**config.mk**
```make
export PLATFORM = sky130hd
export DESIGN_NAME = gain_clamp_linear_upsampler_x6
export DESIGN_NICKNAME = d
export VERILOG_FILES = /design/src/rtl/gclu_pkg.sv /design/src/rtl/gclu_front.sv /design/src/rtl/gclu_fifo.sv /design/src/rtl/gclu_back.sv /design/src/rtl/gain_clamp_linear_upsampler_x6.sv
export SDC_FILE = /design/constraint.sdc
export NUM_CORES = 1
export LEC_CHECK = 0
export ABC_AREA = 1
export ABC_CLOCK_PERIOD_IN_PS = 6960
export BUFFER_PORTS_ARGS = -buffer_cell sky130_fd_sc_hd__buf_2
export CAP_MARGIN = 20
export CORE_ASPECT_RATIO = 1.5
export CORE_MARGIN = 2
export CORE_UTILIZATION = 55
export DETAILED_ROUTE_END_ITERATION = 10
export PLACE_DENSITY = 0.74
export SLEW_MARGIN = 10
export SYNTH_ARGS = -nofsm -noshare
export SYNTH_HDL_FRONTEND = slang
export SYNTH_SLANG_ARGS = --single-unit
```
**constraint.sdc**
```tcl
create_clock -name clk_i -period 6.96 [get_ports clk_i]
set_input_delay 2.088 -clock clk_i [delete_from_list [all_inputs] [get_ports clk_i]]
set_output_delay 2.088 -clock clk_i [all_outputs]
set_load 0.01 [all_outputs]
```
**src/rtl/gclu_pkg.sv**
```systemverilog
// Shared constants and types for the gain-clamp linear upsampler.
package gclu_pkg;

  // Number of output samples produced for each input item.
  localparam int unsigned INTERP_FACTOR = 6;

  // Field widths.
  localparam int unsigned IN_W  = 16;
  localparam int unsigned OUT_W = 15;
  // Magnitude of a safe sample or of a difference of two safe samples (up to 20000).
  localparam int unsigned MAG_W = 15;

  // Gain of 3/5 and the clamp level.
  localparam int unsigned SAFE_PEAK = 10000;
  localparam int unsigned GAIN_NUM  = 3;
  localparam int unsigned GAIN_DEN  = 5;
  // Magnitude after the multiply by the numerator (up to 98304).
  localparam int unsigned SCALED_W  = 17;

  // Division by the gain denominator as a multiply by a rounded-up reciprocal.
  localparam int unsigned GAIN_SHIFT   = 20;
  localparam int unsigned GAIN_RECIP   = (2 ** GAIN_SHIFT + GAIN_DEN - 1) / GAIN_DEN;
  localparam int unsigned GAIN_RECIP_W = 18;
  localparam int unsigned GAIN_PROD_W  = SCALED_W + GAIN_RECIP_W;

  // Division by the interpolation factor, same technique.
  localparam int unsigned PHASE_SHIFT   = 20;
  localparam int unsigned PHASE_RECIP   = (2 ** PHASE_SHIFT + INTERP_FACTOR - 1) / INTERP_FACTOR;
  localparam int unsigned PHASE_RECIP_W = 20;
  localparam int unsigned PHASE_PROD_W  = MAG_W + PHASE_RECIP_W;

  // Phase counter runs 1..INTERP_FACTOR; remainders run 0..INTERP_FACTOR-1.
  localparam int unsigned PHASE_W = $clog2(INTERP_FACTOR + 1);
  localparam int unsigned REM_W   = $clog2(INTERP_FACTOR);

  // Queue between the front and the back.
  localparam int unsigned FIFO_DEPTH = 2;
  localparam int unsigned FIFO_PTR_W = $clog2(FIFO_DEPTH);
  localparam int unsigned FIFO_CNT_W = $clog2(FIFO_DEPTH + 1);

  // One classified item: start point, direction and size of the step.
  typedef struct packed {
    logic [OUT_W-1:0] prev;  // previous safe sample, two's complement
    logic             neg;   // new sample lies below the previous one
    logic [MAG_W-1:0] mag;   // magnitude of the difference
    logic [MAG_W-1:0] quo;   // magnitude divided by the interpolation factor
  } gclu_entry_t;

  // Queue status seen by both sides.
  typedef struct packed {
    logic full;
    logic empty;
  } gclu_fifo_stat_t;

endpackage

```
**src/rtl/gclu_front.sv**
```systemverilog
// Front part: scales and clamps each input sample and computes the step to the new sample.
module gclu_front (
  input  logic                        clk_i,
  input  logic                        rst_ni,
  input  logic                        in_valid_i,
  output logic                        in_stall_o,
  input  logic signed [gclu_pkg::IN_W-1:0] in_sample_i,
  input  gclu_pkg::gclu_fifo_stat_t   stat_i,
  output logic                        push_o,
  output gclu_pkg::gclu_entry_t       push_data_o
);

  logic                               accept;
  logic                               in_neg;
  logic [gclu_pkg::IN_W-1:0]          in_mag;
  logic [gclu_pkg::SCALED_W-1:0]      scaled;
  logic [gclu_pkg::GAIN_PROD_W-1:0]   gain_prod;
  logic [gclu_pkg::MAG_W-1:0]         quot_mag;
  logic [gclu_pkg::MAG_W-1:0]         clamp_mag;
  logic [gclu_pkg::OUT_W-1:0]         safe_d, safe_q;
  logic                               s1_vld_d, s1_vld_q;
  logic [gclu_pkg::OUT_W-1:0]         prev_d, prev_q;
  logic [gclu_pkg::OUT_W:0]           delta;
  logic                               d_neg;
  logic [gclu_pkg::OUT_W:0]           d_abs;
  logic [gclu_pkg::MAG_W-1:0]         d_mag;
  logic [gclu_pkg::PHASE_PROD_W-1:0]  phase_prod;

  // The first stage holds one item; it moves on when the queue has room.
  assign push_o     = s1_vld_q && !stat_i.full;
  assign in_stall_o = s1_vld_q && stat_i.full;
  assign accept     = in_valid_i && !in_stall_o;

  // Scale the magnitude by 3/5 with truncation, clamp it and restore the sign.
  always_comb begin
    in_neg    = in_sample_i[gclu_pkg::IN_W-1];
    in_mag    = in_neg ? (~in_sample_i + 1'b1) : in_sample_i;
    scaled    = gclu_pkg::SCALED_W'(in_mag) * gclu_pkg::SCALED_W'(gclu_pkg::GAIN_NUM);
    gain_prod = gclu_pkg::GAIN_PROD_W'(scaled) *
                gclu_pkg::GAIN_PROD_W'(gclu_pkg::GAIN_RECIP);
    quot_mag  = gain_prod[gclu_pkg::GAIN_SHIFT +: gclu_pkg::MAG_W];
    clamp_mag = (quot_mag > gclu_pkg::MAG_W'(gclu_pkg::SAFE_PEAK)) ?
                gclu_pkg::MAG_W'(gclu_pkg::SAFE_PEAK) : quot_mag;
    safe_d    = in_neg ? (~clamp_mag + 1'b1) : clamp_mag;
  end

  // Difference to the previous safe sample and its division by the factor.
  always_comb begin
    delta      = {safe_q[gclu_pkg::OUT_W-1], safe_q} - {prev_q[gclu_pkg::OUT_W-1], prev_q};
    d_neg      = delta[gclu_pkg::OUT_W];
    d_abs      = d_neg ? (~delta + 1'b1) : delta;
    d_mag      = d_abs[gclu_pkg::MAG_W-1:0];
    phase_prod = gclu_pkg::PHASE_PROD_W'(d_mag) *
                 gclu_pkg::PHASE_PROD_W'(gclu_pkg::PHASE_RECIP);
    push_data_o.prev = prev_q;
    push_data_o.neg  = d_neg;
    push_data_o.mag  = d_mag;
    push_data_o.quo  = phase_prod[gclu_pkg::PHASE_SHIFT +: gclu_pkg::MAG_W];
  end

  // Stage valid and the stored previous sample.
  always_comb begin
    s1_vld_d = s1_vld_q;
    if (accept) begin
      s1_vld_d = 1'b1;
    end else if (push_o) begin
      s1_vld_d = 1'b0;
    end
    prev_d = push_o ? safe_q : prev_q;
  end

  always_ff @(posedge clk_i or negedge rst_ni) begin
    if (!rst_ni) begin
      s1_vld_q <= 1'b0;
      prev_q   <= '0;
    end else begin
      s1_vld_q <= s1_vld_d;
      prev_q   <= prev_d;
    end
  end

  // Payload of the first stage.
  always_ff @(posedge clk_i) begin
    if (accept) begin
      safe_q <= safe_d;
    end
  end

endmodule

```
**src/rtl/gclu_fifo.sv**
```systemverilog
// Short queue of classified items between the front and the back.
module gclu_fifo (
  input  logic                      clk_i,
  input  logic                      rst_ni,
  input  logic                      push_i,
  input  gclu_pkg::gclu_entry_t     push_data_i,
  input  logic                      pop_i,
  output gclu_pkg::gclu_entry_t     pop_data_o,
  output gclu_pkg::gclu_fifo_stat_t stat_o
);

  gclu_pkg::gclu_entry_t              mem_q [gclu_pkg::FIFO_DEPTH];
  logic [gclu_pkg::FIFO_PTR_W-1:0]    wr_ptr_d, wr_ptr_q;
  logic [gclu_pkg::FIFO_PTR_W-1:0]    rd_ptr_d, rd_ptr_q;
  logic [gclu_pkg::FIFO_CNT_W-1:0]    cnt_d, cnt_q;

  assign stat_o.full  = (cnt_q == gclu_pkg::FIFO_CNT_W'(gclu_pkg::FIFO_DEPTH));
  assign stat_o.empty = (cnt_q == '0);
  assign pop_data_o   = mem_q[rd_ptr_q];

  // Pointer and fill count updates.
  always_comb begin
    wr_ptr_d = wr_ptr_q;
    rd_ptr_d = rd_ptr_q;
    cnt_d    = cnt_q;
    if (push_i) begin
      wr_ptr_d = (wr_ptr_q == gclu_pkg::FIFO_PTR_W'(gclu_pkg::FIFO_DEPTH - 1)) ?
                 '0 : wr_ptr_q + 1'b1;
    end
    if (pop_i) begin
      rd_ptr_d = (rd_ptr_q == gclu_pkg::FIFO_PTR_W'(gclu_pkg::FIFO_DEPTH - 1)) ?
                 '0 : rd_ptr_q + 1'b1;
    end
    if (push_i && !pop_i) begin
      cnt_d = cnt_q + 1'b1;
    end else if (pop_i && !push_i) begin
      cnt_d = cnt_q - 1'b1;
    end
  end

  always_ff @(posedge clk_i or negedge rst_ni) begin
    if (!rst_ni) begin
      wr_ptr_q <= '0;
      rd_ptr_q <= '0;
      cnt_q    <= '0;
    end else begin
      wr_ptr_q <= wr_ptr_d;
      rd_ptr_q <= rd_ptr_d;
      cnt_q    <= cnt_d;
    end
  end

  // Entry storage.
  always_ff @(posedge clk_i) begin
    if (push_i) begin
      mem_q[wr_ptr_q] <= push_data_i;
    end
  end

endmodule

```
**src/rtl/gclu_back.sv**
```systemverilog
// Back part: walks each item's interpolation phases, one result per cycle if unstalled.
module gclu_back (
  input  logic                             clk_i,
  input  logic                             rst_ni,
  input  gclu_pkg::gclu_fifo_stat_t        stat_i,
  input  gclu_pkg::gclu_entry_t            pop_data_i,
  output logic                             pop_o,
  output logic                             out_valid_o,
  input  logic                             out_stall_i,
  output logic signed [gclu_pkg::OUT_W-1:0] out_sample_o,
  output logic                             last_o
);

  logic                              busy_d, busy_q;
  logic [gclu_pkg::PHASE_W-1:0]      phase_d, phase_q;
  logic [gclu_pkg::OUT_W-1:0]        prev_d, prev_q;
  logic                              neg_d, neg_q;
  logic [gclu_pkg::MAG_W-1:0]        quo_d, quo_q;
  logic [gclu_pkg::REM_W-1:0]        rem_step_d, rem_step_q;
  logic [gclu_pkg::MAG_W-1:0]        q_acc_d, q_acc_q;
  logic [gclu_pkg::REM_W-1:0]        r_acc_d, r_acc_q;
  logic                              out_vld_d, out_vld_q;
  logic [gclu_pkg::OUT_W-1:0]        out_sample_q;
  logic                              out_last_q;

  logic                              adv;
  logic                              last_phase;
  logic [gclu_pkg::MAG_W-1:0]        ld_rem;
  logic [gclu_pkg::REM_W:0]          r_sum;
  logic                              carry;
  logic [gclu_pkg::REM_W-1:0]        r_next;
  logic [gclu_pkg::MAG_W-1:0]        q_next;
  logic [gclu_pkg::OUT_W:0]          value;

  // A phase is produced when the output register is free or being emptied.
  assign last_phase = (phase_q == gclu_pkg::PHASE_W'(gclu_pkg::INTERP_FACTOR));
  assign adv        = busy_q && (!out_vld_q || !out_stall_i);
  assign pop_o      = !stat_i.empty && (!busy_q || (adv && last_phase));

  // Remainder of the step size, from the registered queue entry.
  assign ld_rem = pop_data_i.mag -
                  gclu_pkg::MAG_W'(pop_data_i.quo * gclu_pkg::MAG_W'(gclu_pkg::INTERP_FACTOR));

  // Running quotient and remainder of difference times phase over the factor.
  always_comb begin
    r_sum  = {1'b0, r_acc_q} + {1'b0, rem_step_q};
    carry  = (r_sum >= (gclu_pkg::REM_W + 1)'(gclu_pkg::INTERP_FACTOR));
    r_next = carry ? gclu_pkg::REM_W'(r_sum - (gclu_pkg::REM_W + 1)'(gclu_pkg::INTERP_FACTOR)) :
                     gclu_pkg::REM_W'(r_sum);
    q_next = q_acc_q + quo_q + gclu_pkg::MAG_W'(carry);
    value  = neg_q ? ({prev_q[gclu_pkg::OUT_W-1], prev_q} - {1'b0, q_next}) :
                     ({prev_q[gclu_pkg::OUT_W-1], prev_q} + {1'b0, q_next});
  end

  // Sequencer: load an item, then walk its phases.
  always_comb begin
    busy_d     = busy_q;
    phase_d    = phase_q;
    prev_d     = prev_q;
    neg_d      = neg_q;
    quo_d      = quo_q;
    rem_step_d = rem_step_q;
    q_acc_d    = q_acc_q;
    r_acc_d    = r_acc_q;
    if (pop_o) begin
      busy_d     = 1'b1;
      phase_d    = gclu_pkg::PHASE_W'(1);
      prev_d     = pop_data_i.prev;
      neg_d      = pop_data_i.neg;
      quo_d      = pop_data_i.quo;
      rem_step_d = ld_rem[gclu_pkg::REM_W-1:0];
      q_acc_d    = '0;
      r_acc_d    = '0;
    end else if (adv) begin
      phase_d = phase_q + 1'b1;
      q_acc_d = q_next;
      r_acc_d = r_next;
      if (last_phase) begin
        busy_d = 1'b0;
      end
    end
  end

  // Output register valid.
  always_comb begin
    out_vld_d = out_vld_q;
    if (adv) begin
      out_vld_d = 1'b1;
    end else if (!out_stall_i) begin
      out_vld_d = 1'b0;
    end
  end

  always_ff @(posedge clk_i or negedge rst_ni) begin
    if (!rst_ni) begin
      busy_q    <= 1'b0;
      phase_q   <= '0;
      out_vld_q <= 1'b0;
    end else begin
      busy_q    <= busy_d;
      phase_q   <= phase_d;
      out_vld_q <= out_vld_d;
    end
  end

  // Item and output payload.
  always_ff @(posedge clk_i) begin
    prev_q     <= prev_d;
    neg_q      <= neg_d;
    quo_q      <= quo_d;
    rem_step_q <= rem_step_d;
    q_acc_q    <= q_acc_d;
    r_acc_q    <= r_acc_d;
    if (adv) begin
      out_sample_q <= value[gclu_pkg::OUT_W-1:0];
      out_last_q   <= last_phase;
    end
  end

  assign out_valid_o  = out_vld_q;
  assign out_sample_o = out_sample_q;
  assign last_o       = out_last_q;

endmodule

```
**src/rtl/gain_clamp_linear_upsampler_x6.sv**
```systemverilog
// Top level of the gain-clamp linear upsampler: front, queue and back.
// An item's first result passes the front stage register, the queue entry and the
// back part's item registers into the output register. The back part gives one result
// per cycle unless the output stalls, six results per item, via its one output register.
// The front takes a new item every cycle while the two-entry queue has room.
// Reset clears all valid flags and the stored previous sample to zero.
module gain_clamp_linear_upsampler_x6 (
  input  logic                              clk_i,
  input  logic                              rst_ni,
  input  logic                              in_valid_i,
  output logic                              in_stall_o,
  input  logic signed [gclu_pkg::IN_W-1:0]  in_sample_i,
  output logic                              out_valid_o,
  input  logic                              out_stall_i,
  output logic signed [gclu_pkg::OUT_W-1:0] out_sample_o,
  output logic                              last_o
);

  gclu_pkg::gclu_fifo_stat_t fifo_stat;
  gclu_pkg::gclu_entry_t     push_data;
  gclu_pkg::gclu_entry_t     pop_data;
  logic                      push;
  logic                      pop;

  // Scaling, clamping and step computation.
  gclu_front u_front (
    .clk_i       (clk_i),
    .rst_ni      (rst_ni),
    .in_valid_i  (in_valid_i),
    .in_stall_o  (in_stall_o),
    .in_sample_i (in_sample_i),
    .stat_i      (fifo_stat),
    .push_o      (push),
    .push_data_o (push_data)
  );

  // Decoupling queue.
  gclu_fifo u_fifo (
    .clk_i       (clk_i),
    .rst_ni      (rst_ni),
    .push_i      (push),
    .push_data_i (push_data),
    .pop_i       (pop),
    .pop_data_o  (pop_data),
    .stat_o      (fifo_stat)
  );

  // Phase sequencer and output register.
  gclu_back u_back (
    .clk_i        (clk_i),
    .rst_ni       (rst_ni),
    .stat_i       (fifo_stat),
    .pop_data_i   (pop_data),
    .pop_o        (pop),
    .out_valid_o  (out_valid_o),
    .out_stall_i  (out_stall_i),
    .out_sample_o (out_sample_o),
    .last_o       (last_o)
  );

endmodule

```
==> summary.md, run 1 <==
| Metric | Value |
|---|---|
| Run status | `complete, but fails checks` |
| Violations in the final reports | `setup timing` |
| Maximum clock skew at final layout | `0.01455 ns` |
| DPL Wire Length | `42,920 um` |
| Launch point of the worst reg-to-reg path | `u_front.safe_q[0]$_DFFE_PP_` |
| Register-to-register setup slack | `-0.65 ns` |
| Count of pins over their slew limit | `0` |
| CTS Root Cell | `sky130_fd_sc_hd__clkbuf_16` |
| Area growth from synthesis to layout | `31.87%` |
| Clock latency on the worst-skew pair | `0.44 ns` |
| Number of hold buffers added after cts | `0` |
| Synth warnings | `0` |
| Proportion of synthesized chip area in sequential cells | `24.29%` |
| DRC viols | `0` |
| Horizontal extent of the die | `158.8 um` |
| Number of buffers inserted during clock tree synthesis | `17` |
| CP Data Arrival Time | `10.03 ns` |
| Library cell appearing most often on the critical path | `sky130_fd_sc_hd__nand2_2` |
| Worst Setup Start Kind | `input pin` |
| Filler instances | `2,552` |
| Drt wl/cell | `16.43 um` |
| Worst hold path stage count | `0` |
| Total of buffers placed on input and output ports | `37` |
| Critical path class | `in2reg` |
| All-Layer GR Usage | `27.61%` |
| Number of buffers between clock root and the deepest sink | `2` |
| Number of levels the H-tree was split into | `4` |
| Relative slew slack | `42.34%` |
| Cell count after synthesis | `2,292` |
| R2r endpoint | `u_fifo.mem_q[1][3]$_DFFE_PP_` |
| Rows | `85` |
| Reg2Reg Depth | `35` |
| Routability cong. | `0.9679` |
| CP max stage cell | `sky130_fd_sc_hd__fa_1` |
| Delay contributed by the slowest stage of the critical path | `0.56 ns` |
| Worst Hold Launch | `u_front.prev_q[6]$_DFFE_PN0P_` |
| Antenna diodes | `0` |
| Tightest Pin Transition | `0.8640 ns` |
| Number of enable flip-flop cells after synthesis | `127` |
| Worst path setup slack after routing | `-2.869 ns` |
| Number of setup violations in the final report | `41` |
| 1st-pass router iterations | `5` |
| Post-Synthesis Cell Area | `19,760 um2` |
| Clock slew at the register clock pins of the worst setup and hold paths | `0.07 ns` |
| Area share of the largest cell type after synthesis | `19.30%` |
| Per-cell via count in the routed design | `5.252` |
| Antenna violations before repair | `0` |
| Post-synthesis cell type count | `63` |
| Average instance area after synthesis | `8.620 um2` |
| Clock tree from TritonCTS | `built` |
| Flip-flop and latch count after synthesis | `170` |
| List of most frequent post-synthesis cells | `sky130_fd_sc_hd__inv_1, sky130_fd_sc_hd__nand2_1, sky130_fd_sc_hd__ha_1, sky130_fd_sc_hd__fa_1, sky130_fd_sc_hd__edfxtp_1` |
| Biggest area consumer among synthesized cells | `sky130_fd_sc_hd__edfxtp_1` |
| Residual antenna-violating net count after detailed routing | `0` |
| Core outline area | `35,630 um2` |
| Total Negative Setup Slacks | `-55.55 ns` |
| Overall die height | `236.1 um` |
| Routed WL | `52,900 um` |
| Ys flop type | `sky130_fd_sc_hd__edfxtp_1` |
| Maximum fanout count along the critical path | `7` |
| Classification of the worst-slack hold path | `reg2reg` |
| Total clock sinks | `170` |
| Sum of overflow across all layers after global routing | `0` |
| Maximum number of pins on one net before global-route repair | `35` |
| Starting Density | `55.46%` |
| Boundary pin count | `38` |
| Async S/R FF share, synth | `14.71%` |
| Critical path required time | `7.16 ns` |
| Max Cap Violations | `0` |
| Number of nets at the end of the flow | `3,212` |
| Final Hold Viols | `0` |
| Top post-synthesis cells by area | `sky130_fd_sc_hd__edfxtp_1, sky130_fd_sc_hd__ha_1, sky130_fd_sc_hd__fa_1, sky130_fd_sc_hd__inv_1, sky130_fd_sc_hd__nand2_1` |
| Syn nets | `2,775` |
| Cell with the most instances after synthesis | `sky130_fd_sc_hd__inv_1` |
| Worst Hold End | `u_fifo.mem_q[1][35]$_DFFE_PP_` |
| Total number of vias | `16,910` |
| Highest attainable clock frequency | `101.7 MHz` |
| Iteration-0 DRC count of the detailed router | `782` |
| Time the final worst path needs with I/O delays and setup | `9.829 ns` |
| Capturing element type of the critical path | `flop` |
| Part of the cycle the worst path needs | `141.2%` |
| First-pass GRT wire length | `83,400 um` |
| Die Outline Area | `37,490 um2` |
| Vias in the first global route | `17,920` |
| RSZ-0062 raised after global routing | `true` |
| Layout cell share with drive strength beyond 1 | `30.85%` |
timing repair:
item                                    in CTS  in global routing
endpoints found under the hold margin        0                  0
endpoints found under the setup margin      41                 41
buffers inserted                            32                 26
pin swaps                                   87                135
cloned                                       1                  0
resized for setup                          109                221
critical path: cells and delay by family:
family          cells  cell delay (ns)
buf+inv            10             0.83
compound gates      9             1.25
xor+xnor            2             0.38
fa+ha+maj           9             3.26
simple gates       24             2.22
stage by stage:
| step | cells | setup slack [ns] | utilization (%) | hold slack, ns | cell area (um2) |
|---|---|---|---|---|---|
| finish | 3220 | -2.869 | 73.13 | 0.4757 | 26050 |
| global route | 3220 | -3.214 | 73.13 | 0.4842 | 26050 |
| CTS | 3196 | -2.634 | 69.71 | 0.4718 | 24840 |
| detailed placement | 3131 | -3.738 | 65.82 | 0.4568 | 23450 |
| global placement | 3131 | -3.435 | 65.82 | 0.4477 | 23450 |
| floorplan | 2292 | -2.694 | - | 0.4347 | 20180 |
cells in the final DEF, fill, tap and decap left out, types with 30 or more instances in the layout:
cell | synthesis | layout
sky130_fd_sc_hd__o21ai_0 | 69 | 50
sky130_fd_sc_hd__a21oi_1 | 111 | 77
sky130_fd_sc_hd__nor2_1 | 119 | 84
sky130_fd_sc_hd__nand2_2 | 25 | 70
sky130_fd_sc_hd__fa_1 | 159 | 152
sky130_fd_sc_hd__ha_1 | 304 | 264
sky130_fd_sc_hd__ha_4 | 0 | 35
sky130_fd_sc_hd__nand3_1 | 71 | 53
sky130_fd_sc_hd__inv_1 | 479 | 458
sky130_fd_sc_hd__inv_2 | 15 | 31
sky130_fd_sc_hd__a21oi_2 | 4 | 30
sky130_fd_sc_hd__edfxtp_1 | 127 | 127
sky130_fd_sc_hd__xor2_1 | 95 | 73
sky130_fd_sc_hd__nand2_1 | 442 | 381
sky130_fd_sc_hd__buf_4 | 2 | 379
sky130_fd_sc_hd__buf_2 | 2 | 35
cell type report:
| cell class | instances | area (um2) | share of cell area [%] |
|---|---|---|---|
| clock buffer | 17 | 425.4 | 1.633 |
| clock inverter | 15 | 188.9 | 0.7252 |
| inverter | 496 | 1901 | 7.295 |
| multi-input combinational | 1608 | 14840 | 56.95 |
| sequential | 170 | 4800 | 18.42 |
| tap | 478 | 598.1 | 2.296 |
| timing repair buffer | 436 | 3303 | 12.68 |
worst max-delay path by stage:
| stage | from | endpoint | slack [ns] | cells past startpoint |
|---|---|---|---|---|
| after floorplan | in_sample_i[1] | u_front.safe_q[12]$_DFFE_PP_ | -2.69 | 58 |
| after global placement | in_sample_i[1] | u_front.safe_q[12]$_DFFE_PP_ | -3.43 | 52 |
| after detailed placement | in_sample_i[1] | u_front.safe_q[11]$_DFFE_PP_ | -3.74 | 50 |
| after CTS | in_sample_i[1] | u_front.safe_q[8]$_DFFE_PP_ | -2.63 | 56 |
| after global routing | in_sample_i[0] | u_front.safe_q[10]$_DFFE_PP_ | -3.21 | 56 |
| final | in_sample_i[0] | u_front.safe_q[4]$_DFFE_PP_ | -2.87 | 54 |
layer usage:
| metal | GRT usage (%) | wire length, um | vias up |
|---|---|---|---|
| met5 | 0 | 0 | - |
| met2 | 53.86 | 29270 | 421 |
| met3 | 2.479 | 1510 | 174 |
| li1 | - | - | 8178 |
| met4 | 14.79 | 3121 | 0 |
| met1 | 28.99 | 19000 | 8139 |
cell families after synthesis:
kind of cell	Yosys count	synth area share, %
adders and majority gates	463	35.36
buffers and inverters	515	9.873
DFF	170	24.29
AOI/OAI and AO/OA	267	7.872
xor gates and xnor gates	128	6.016
and+or+nand+nor	748	16.53
muxes	1	0.05066
registers in the layout (all words and copies together), names as in the netlist:
register / count
u_back.phase_q: 3
u_fifo.wr_ptr_q: 1
u_back.rem_step_q: 3
u_front.s1_vld_q: 1
u_back.last_o: 1
u_back.neg_q: 1
u_front.prev_q: 15
u_back.prev_q: 15
u_fifo.rd_ptr_q: 1
u_fifo.mem_q: 64
u_back.quo_q: 13
u_front.safe_q: 15
u_back.out_sample_o: 15
u_back.q_acc_q: 15
u_back.out_valid_o: 1
u_back.busy_q: 1
u_back.r_acc_q: 3
u_fifo.cnt_q: 2
Power of run 1 is left out: the tool's default activity adds up to more than one toggle a clock period on the data nets, which glitch-free logic cannot reach.
==> inputs of run 2 (changes only) <==
--- a/config.mk
+++ b/config.mk
@@ -14,6 +14,7 @@
 export CORE_UTILIZATION = 55
 export DETAILED_ROUTE_END_ITERATION = 10
 export PLACE_DENSITY = 0.74
+export SETUP_SLACK_MARGIN = 0.4
 export SLEW_MARGIN = 10
 export SYNTH_ARGS = -nofsm -noshare
 export SYNTH_HDL_FRONTEND = slang
==> run 2 against run 1 <==
The flow still finishes with violations (setup timing). Global-route usage increased by 0.74 points. Die area unchanged. Clock skew decreased by 0.0016 ns. Register-to-register slack improved by 0.15 ns. First-iteration DRC count increased by 7.8%. Via count increased by 0.38%. Non-clock buffer count increased by 20. Sequential share of layout area decreased by 0.21 points. Worst setup slack improved by 0.022 ns. Hold slack got worse by 0.0033 ns. Count of clock-buffer cells in the layout unchanged. Cell count increased by 0.59%. Critical path type unchanged. Largest cell class unchanged. Highest routed layer unchanged.
==> summary.md, run 2 (synthesis results as in run 1) <==
| Metric | Value |
|---|---|
| Part of the cycle the worst path needs | `140.9% (was 141.2%)` |
| Vias in the first global route | `17,990 (was 17,920)` |
| Core outline area | `35,630 um2 (unchanged)` |
| Relative slew slack | `39.36% (was 42.34%)` |
| Antenna violations before repair | `0 (unchanged)` |
| Boundary pin count | `38 (unchanged)` |
| Per-cell via count in the routed design | `5.241 (was 5.252)` |
| Maximum fanout count along the critical path | `6 (was 7)` |
| Reg2Reg Depth | `35 (unchanged)` |
| Worst Setup Start Kind | `input pin (unchanged)` |
| RSZ-0062 raised after global routing | `true (unchanged)` |
| Filler instances | `2,471 (was 2,552)` |
| Routability cong. | `0.9861 (was 0.9679)` |
| Time the final worst path needs with I/O delays and setup | `9.806 ns (was 9.829 ns)` |
| Rows | `85 (unchanged)` |
| Number of hold buffers added after cts | `0 (unchanged)` |
| Delay contributed by the slowest stage of the critical path | `0.56 ns (about the same)` |
| Clock latency on the worst-skew pair | `0.44 ns (about the same)` |
| First-pass GRT wire length | `85,420 um (was 83,400 um)` |
| Number of buffers between clock root and the deepest sink | `2 (unchanged)` |
| Tightest Pin Transition | `0.9086 ns (was 0.8640 ns)` |
| Maximum clock skew at final layout | `0.01296 ns (was 0.01455 ns)` |
| Horizontal extent of the die | `158.8 um (unchanged)` |
| CP max stage cell | `sky130_fd_sc_hd__fa_1 (unchanged)` |
| DPL Wire Length | `43,510 um (was 42,920 um)` |
| Worst path setup slack after routing | `-2.846 ns (was -2.869 ns)` |
| Maximum number of pins on one net before global-route repair | `35 (unchanged)` |
| Number of setup violations in the final report | `41 (unchanged)` |
| Most frequent standard cell in the layout excluding fill and tap cells | `sky130_fd_sc_hd__inv_1 (unchanged)` |
| Critical path required time | `7.15 ns (was 7.16 ns)` |
| Largest Register | `u_fifo.mem_q (unchanged)` |
| Violations in the final reports | `setup timing (unchanged)` |
| All-Layer GR Usage | `28.35% (was 27.61%)` |
| Minimum setup slack after placement | `-3.397 ns (was -3.738 ns)` |
| CP Data Arrival Time | `9.99 ns (was 10.03 ns)` |
| Total of buffers placed on input and output ports | `37 (unchanged)` |
| Area growth from synthesis to layout | `33.36% (was 31.87%)` |
| Final Hold Viols | `0 (unchanged)` |
| Overall die height | `236.1 um (unchanged)` |
| Total clock sinks | `170 (unchanged)` |
| Worst hold path stage count | `0 (unchanged)` |
| Classification of the worst-slack hold path | `reg2reg (unchanged)` |
| Clock slew at the register clock pins of the worst setup and hold paths | `0.07 ns (about the same)` |
| Library cell appearing most often on the critical path | `sky130_fd_sc_hd__nand2_1 (was sky130_fd_sc_hd__nand2_2)` |
| Number of flip-flops in the largest register | `64 (unchanged)` |
| Total number of vias | `16,980 (was 16,910)` |
| Run status | `complete, but fails checks (unchanged)` |
| Clock tree from TritonCTS | `built (unchanged)` |
| Capturing element type of the critical path | `flop (unchanged)` |
| Antenna diodes | `0 (unchanged)` |
| Residual antenna-violating net count after detailed routing | `0 (unchanged)` |
| 1st-pass router iterations | `5 (unchanged)` |
| Most frequent cells in the layout | `sky130_fd_sc_hd__inv_1, sky130_fd_sc_hd__buf_4, sky130_fd_sc_hd__nand2_1 (was sky130_fd_sc_hd__inv_1, sky130_fd_sc_hd__nand2_1, sky130_fd_sc_hd__buf_4)` |
| Die Outline Area | `37,490 um2 (unchanged)` |
| CTS Root Cell | `sky130_fd_sc_hd__clkbuf_16 (unchanged)` |
| Max Cap Violations | `0 (unchanged)` |
| Layout cell share with drive strength beyond 1 | `31.80% (was 30.85%)` |
| Critical path class | `in2reg (unchanged)` |
| Count of pins over their slew limit | `0 (unchanged)` |
| Routed WL | `53,930 um (was 52,900 um)` |
| Starting Density | `55.46% (unchanged)` |
| Highest attainable clock frequency | `102.0 MHz (was 101.7 MHz)` |
| Number of nets at the end of the flow | `3,231 (was 3,212)` |
| Number of levels the H-tree was split into | `4 (unchanged)` |
| Number of buffers inserted during clock tree synthesis | `17 (unchanged)` |
| DRC viols | `0 (unchanged)` |
| Iteration-0 DRC count of the detailed router | `843 (was 782)` |
| Drt wl/cell | `16.65 um (was 16.43 um)` |
| Sum of overflow across all layers after global routing | `0 (unchanged)` |
run 2: worst max-delay path: cells and delay by family:
| kind | cells | cell delay [ns] |
|---|---|---|
| buffers and inverters | 9 | 0.80 |
| AND/OR/NAND/NOR | 18 | 1.86 |
| XOR/XNOR | 3 | 0.53 |
| adder cells (fa/ha/maj) | 9 | 3.52 |
| AO/OA/AOI/OAI | 7 | 1.16 |
run 2: final timing paths:
| path | slack [ns] | from | end |
|---|---|---|---|
| worst min register to register | 0.47 | u_front.prev_q[8]$_DFFE_PN0P_ | u_fifo.mem_q[1][37]$_DFFE_PP_ |
| worst max-delay path | -2.85 | in_sample_i[1] | u_front.safe_q[11]$_DFFE_PP_ |
| worst max register to register | -0.50 | u_front.safe_q[0]$_DFFE_PP_ | u_fifo.mem_q[1][11]$_DFFE_PP_ |
| worst min-delay path | 0.47 | u_front.prev_q[8]$_DFFE_PN0P_ | u_fifo.mem_q[1][37]$_DFFE_PP_ |
| max in group asynchronous | 4.83 | rst_ni | u_front.prev_q[8]$_DFFE_PN0P_ |
| min in group asynchronous | 1.67 | rst_ni | u_back.phase_q[2]$_DFFE_PN0P_ |
run 2: final cells by class:
type | count | area, um2 | share of cell area, %
Clock inverter | 15 | 176.4 | 0.6695
Sequential cell | 170 | 4800 | 18.22
Timing Repair Buffer | 456 | 3543 | 13.45
Multi-Input combinational cell | 1607 | 14900 | 56.56
Inverter | 496 | 1903 | 7.223
Tap cell | 478 | 598.1 | 2.270
Clock buffer | 17 | 425.4 | 1.615
run 2: timing repair:
item	in CTS	in global routing
resized for setup	180	169
endpoints found under the setup margin	41	41
buffers inserted	30	26
pin swaps	104	133
gates cloned	2	0
run 2: layer usage:
layer / part of all wire (%) / vias up / GRT usage, %
met5: 0 / - / 0
met4: 5.1 / 0 / 13.18
met3: 2.8 / 173 / 2.602
met2: 56 / 405 / 56.05
met1: 36 / 8173 / 29.90
li1: - / 8225 / -
run 2: per-stage QoR:
step                hold slack [ns]  setup TNS (ns)  cell area, um2  instances  utilization (%)
floorplan                    0.4347          -37.33           20240       2292                -
global placement             0.4500          -58.95           23660       3148            66.40
detailed placement           0.4576          -63.52           23660       3149            66.42
CTS                          0.4741          -48.36           25340       3213            71.13
global route                 0.4834          -65.12           26350       3239            73.96
finish                       0.4724          -51.72           26350       3239            73.96
Power of run 2 is left out for the same reason.
==> inputs of run 3 (changes only) <==
--- a/config.mk
+++ b/config.mk
@@ -5,7 +5,6 @@
 export SDC_FILE = /design/constraint.sdc
 export NUM_CORES = 1
 export LEC_CHECK = 0
-export ABC_AREA = 1
 export ABC_CLOCK_PERIOD_IN_PS = 6960
 export BUFFER_PORTS_ARGS = -buffer_cell sky130_fd_sc_hd__buf_2
 export CAP_MARGIN = 20
==> run 3 against run 2 <==
The run still ends with setup timing left. Critical path depth shrank 4. Count of clock-buffer cells in the layout did not move. First-iteration DRC count is 29% lower. Critical endpoint is now u_front.safe_q[12]$_DFFE_PP_. Sequential share of layout area up 1.2 points. Routed wire length shrank 11%.
==> summary.md, run 3 <==
| Metric | Value |
|---|---|
| Worst Setup Start Kind | `input pin (unchanged)` |
| Starting Density | `55.94% (was 55.46%)` |
| List of most frequent post-synthesis cells | `sky130_fd_sc_hd__inv_1, sky130_fd_sc_hd__ha_1, sky130_fd_sc_hd__fa_1, sky130_fd_sc_hd__edfxtp_1, sky130_fd_sc_hd__nand2_1 (was sky130_fd_sc_hd__inv_1, sky130_fd_sc_hd__nand2_1, sky130_fd_sc_hd__ha_1, sky130_fd_sc_hd__fa_1, sky130_fd_sc_hd__edfxtp_1)` |
| Tightest Pin Transition | `1.098 ns (was 0.9086 ns)` |
| Clock slew at the register clock pins of the worst setup and hold paths | `0.07 ns (about the same)` |
| Violations in the final reports | `setup timing (unchanged)` |
| Most frequent cells in the layout | `sky130_fd_sc_hd__buf_4, sky130_fd_sc_hd__inv_1, sky130_fd_sc_hd__ha_1 (was sky130_fd_sc_hd__inv_1, sky130_fd_sc_hd__buf_4, sky130_fd_sc_hd__nand2_1)` |
| Biggest area consumer among synthesized cells | `sky130_fd_sc_hd__edfxtp_1 (unchanged)` |
| Boundary pin count | `38 (unchanged)` |
| Area growth from synthesis to layout | `32.41% (was 33.36%)` |
| Core outline area | `33,450 um2 (was 35,630 um2)` |
| 1st-pass router iterations | `5 (unchanged)` |
| Critical path class | `in2reg (unchanged)` |
| Most frequent standard cell in the layout excluding fill and tap cells | `sky130_fd_sc_hd__buf_4 (was sky130_fd_sc_hd__inv_1)` |
| Per-cell via count in the routed design | `5.488 (was 5.241)` |
| Antenna violations before repair | `1 (was 0)` |
| Maximum number of pins on one net before global-route repair | `54 (was 35)` |
| Maximum fanout count along the critical path | `4 (was 6)` |
| Library cell appearing most often on the critical path | `sky130_fd_sc_hd__buf_4 (was sky130_fd_sc_hd__nand2_1)` |
| Combined area of the multi-input logic cells | `14,010 um2 (was 14,900 um2)` |
| CP Data Arrival Time | `10.87 ns (was 9.99 ns)` |
| Number of buffers between clock root and the deepest sink | `2 (unchanged)` |
| CP max stage cell | `sky130_fd_sc_hd__fa_1 (unchanged)` |
| Syn nets | `2,345 (was 2,775)` |
| DR top layer | `met4 (unchanged)` |
| Clock latency on the worst-skew pair | `0.44 ns (about the same)` |
| Routability cong. | `0.9437 (was 0.9861)` |
| Area share of the largest cell type after synthesis | `20.38% (was 19.30%)` |
| Classification of the worst-slack hold path | `reg2reg (unchanged)` |
| Cell count after synthesis | `1,862 (was 2,292)` |
| Flip-flop and latch count after synthesis | `170 (unchanged)` |
| DRC viols | `0 (unchanged)` |
| Seq. cell area | `4800 um2 (unchanged)` |
| Length of routed met3 wiring | `896 um (was 1504 um)` |
| Worst path setup slack after routing | `-3.718 ns (was -2.846 ns)` |
| Number of setup violations in the final report | `41 (unchanged)` |
| Share of the core filled with cells | `74.07% (was 73.96%)` |
| Post-placement cell count | `2,676 (was 3,149)` |
| Layout cell share with drive strength beyond 1 | `33.02% (was 31.80%)` |
| CTS Root Cell | `sky130_fd_sc_hd__clkbuf_16 (unchanged)` |
| Residual antenna-violating net count after detailed routing | `0 (unchanged)` |
| Total clock sinks | `170 (unchanged)` |
| Routed WL | `47,750 um (was 53,930 um)` |
| Rows | `82 (was 85)` |
| Number of flip-flops in the largest register | `64 (unchanged)` |
| Clock tree from TritonCTS | `built (unchanged)` |
| Horizontal extent of the die | `154.6 um (was 158.8 um)` |
| Time the final worst path needs with I/O delays and setup | `10.68 ns (was 9.806 ns)` |
| Proportion of synthesized chip area in sequential cells | `25.65% (was 24.29%)` |
| Delay contributed by the slowest stage of the critical path | `0.55 ns (was 0.56 ns)` |
| Total number of vias | `15,210 (was 16,980)` |
| Vias in the first global route | `16,510 (was 17,990)` |
| Filler instances | `2,192 (was 2,471)` |
| Run status | `complete, but fails checks (unchanged)` |
| Final Hold Viols | `0 (unchanged)` |
| Ys flop type | `sky130_fd_sc_hd__edfxtp_1 (unchanged)` |
| RSZ-0062 raised after global routing | `true (unchanged)` |
| Drt wl/cell | `17.23 um (was 16.65 um)` |
| All-Layer GR Usage | `27.07% (was 28.35%)` |
| Number of levels the H-tree was split into | `4 (unchanged)` |
| Wire length on met1 | `17,570 um (was 19,650 um)` |
| Die Outline Area | `35,540 um2 (was 37,490 um2)` |
| First-pass GRT wire length | `77,110 um (was 85,420 um)` |
| Overall die height | `229.9 um (was 236.1 um)` |
| Async S/R FF share, synth | `14.71% (unchanged)` |
| Post-synthesis cell type count | `82 (was 63)` |
| Number of buffers inserted during clock tree synthesis | `17 (unchanged)` |
| DPL Wire Length | `38,420 um (was 43,510 um)` |
| Relative slew slack | `26.72% (was 39.36%)` |
| Part of the cycle the worst path needs | `153.4% (was 140.9%)` |
| Non-Filler Instances | `2,771 (was 3,239)` |
| Max Cap Violations | `0 (unchanged)` |
| Post-Synthesis Cell Area | `18,710 um2 (was 19,760 um2)` |
| Number of enable flip-flop cells after synthesis | `127 (unchanged)` |
| Synth warnings | `0 (unchanged)` |
| Capturing element type of the critical path | `flop (unchanged)` |
| Count of pins over their slew limit | `0 (unchanged)` |
| Critical path required time | `7.15 ns (about the same)` |
| Iteration-0 DRC count of the detailed router | `595 (was 843)` |
| Total of buffers placed on input and output ports | `37 (unchanged)` |
| Highest attainable clock frequency | `93.65 MHz (was 102.0 MHz)` |
| Average instance area after synthesis | `10.05 um2 (was 8.620 um2)` |
| Largest Register | `u_fifo.mem_q (unchanged)` |
| Maximum clock skew at final layout | `0.01418 ns (was 0.01296 ns)` |
| Number of hold buffers added after cts | `0 (unchanged)` |
| Sum of overflow across all layers after global routing | `0 (unchanged)` |
| Number of nets at the end of the flow | `2,820 (was 3,231)` |
| Top post-synthesis cells by area | `sky130_fd_sc_hd__edfxtp_1, sky130_fd_sc_hd__ha_1, sky130_fd_sc_hd__fa_1, sky130_fd_sc_hd__inv_1, sky130_fd_sc_hd__xnor2_1 (was sky130_fd_sc_hd__edfxtp_1, sky130_fd_sc_hd__ha_1, sky130_fd_sc_hd__fa_1, sky130_fd_sc_hd__inv_1, sky130_fd_sc_hd__nand2_1)` |
| Cell with the most instances after synthesis | `sky130_fd_sc_hd__inv_1 (unchanged)` |
| Total length of routed met2 wires | `26,890 um (was 30,040 um)` |
run 3: routing by layer:
metal | global-route usage, % | vias to the layer above
met4 | 12.53 | 0
met5 | 0 | -
li1 | - | 7310
met2 | 53.78 | 304
met1 | 28.16 | 7455
met3 | 2.431 | 139
run 3: layout make-up:
| type | instances | share of cell area [%] |
|---|---|---|
| sequential | 170 | 19.37 |
| clock inverter | 15 | 0.5606 |
| inverter | 334 | 5.081 |
| multi-input combinational | 1334 | 56.54 |
| tap | 420 | 2.121 |
| timing repair buffer | 480 | 14.60 |
| antenna | 1 | 0.01010 |
| clock buffer | 17 | 1.717 |
run 3: worst paths after layout:
check / start / endpoint / slack, ns / cells after the start
hold / removal: u_back.q_acc_q[3]$_SDFFE_PP0P_ / u_back.q_acc_q[3]$_SDFFE_PP0P_ / 0.46 / 2
min in group asynchronous: rst_ni / u_fifo.cnt_q[0]$_DFFE_PN0P_ / 1.66 / 1
setup / recovery: in_sample_i[2] / u_front.safe_q[12]$_DFFE_PP_ / -3.72 / 42
hold reg to reg: u_back.q_acc_q[3]$_SDFFE_PP0P_ / u_back.q_acc_q[3]$_SDFFE_PP0P_ / 0.46 / 2
max in group asynchronous: rst_ni / u_front.prev_q[13]$_DFFE_PN0P_ / 4.87 / 1
setup reg to reg: u_front.safe_q[0]$_DFFE_PP_ / u_fifo.mem_q[0][11]$_DFFE_PP_ / -1.57 / 33
run 3: worst max-delay path: cells and delay by family:
family          cells  cell delay, ns
fa+ha+maj           9            3.39
simple gates        9            2.19
compound gates     12            1.69
buf+inv             9            1.10
xor+xnor            3            0.40
run 3: metrics by stage:
| stage | worst slack (ns) | instance area, um2 | setup TNS, ns | hold slack [ns] |
|---|---|---|---|---|
| 5_1_grt | -3.965 | 24770 | -97.07 | 0.4881 |
| 6_report | -3.718 | 24770 | -87.49 | 0.4650 |
| 3_5_place_dp | -4.388 | 22600 | -108.52 | 0.4580 |
| 4_1_cts | -3.620 | 24020 | -82.15 | 0.4680 |
| 2_1_floorplan | -4.018 | 19110 | -76.54 | 0.4406 |
| 3_3_place_gp | -4.117 | 22600 | -101.37 | 0.4466 |
run 3: cell families after synthesis:
family / share of synthesized area [%]
xor+xnor: 6.821
compound gates: 11.06
simple gates: 9.683
flops: 25.65
mux: 2.200
buf+inv: 7.189
fa+ha+maj: 37.39
run 3: repair_timing:
item	CTS	global route
pin swaps	80	112
endpoints found under the setup margin	41	42
setup buffers	36	26
gates resized for setup	111	97
Power of run 3 is left out for the same reason.
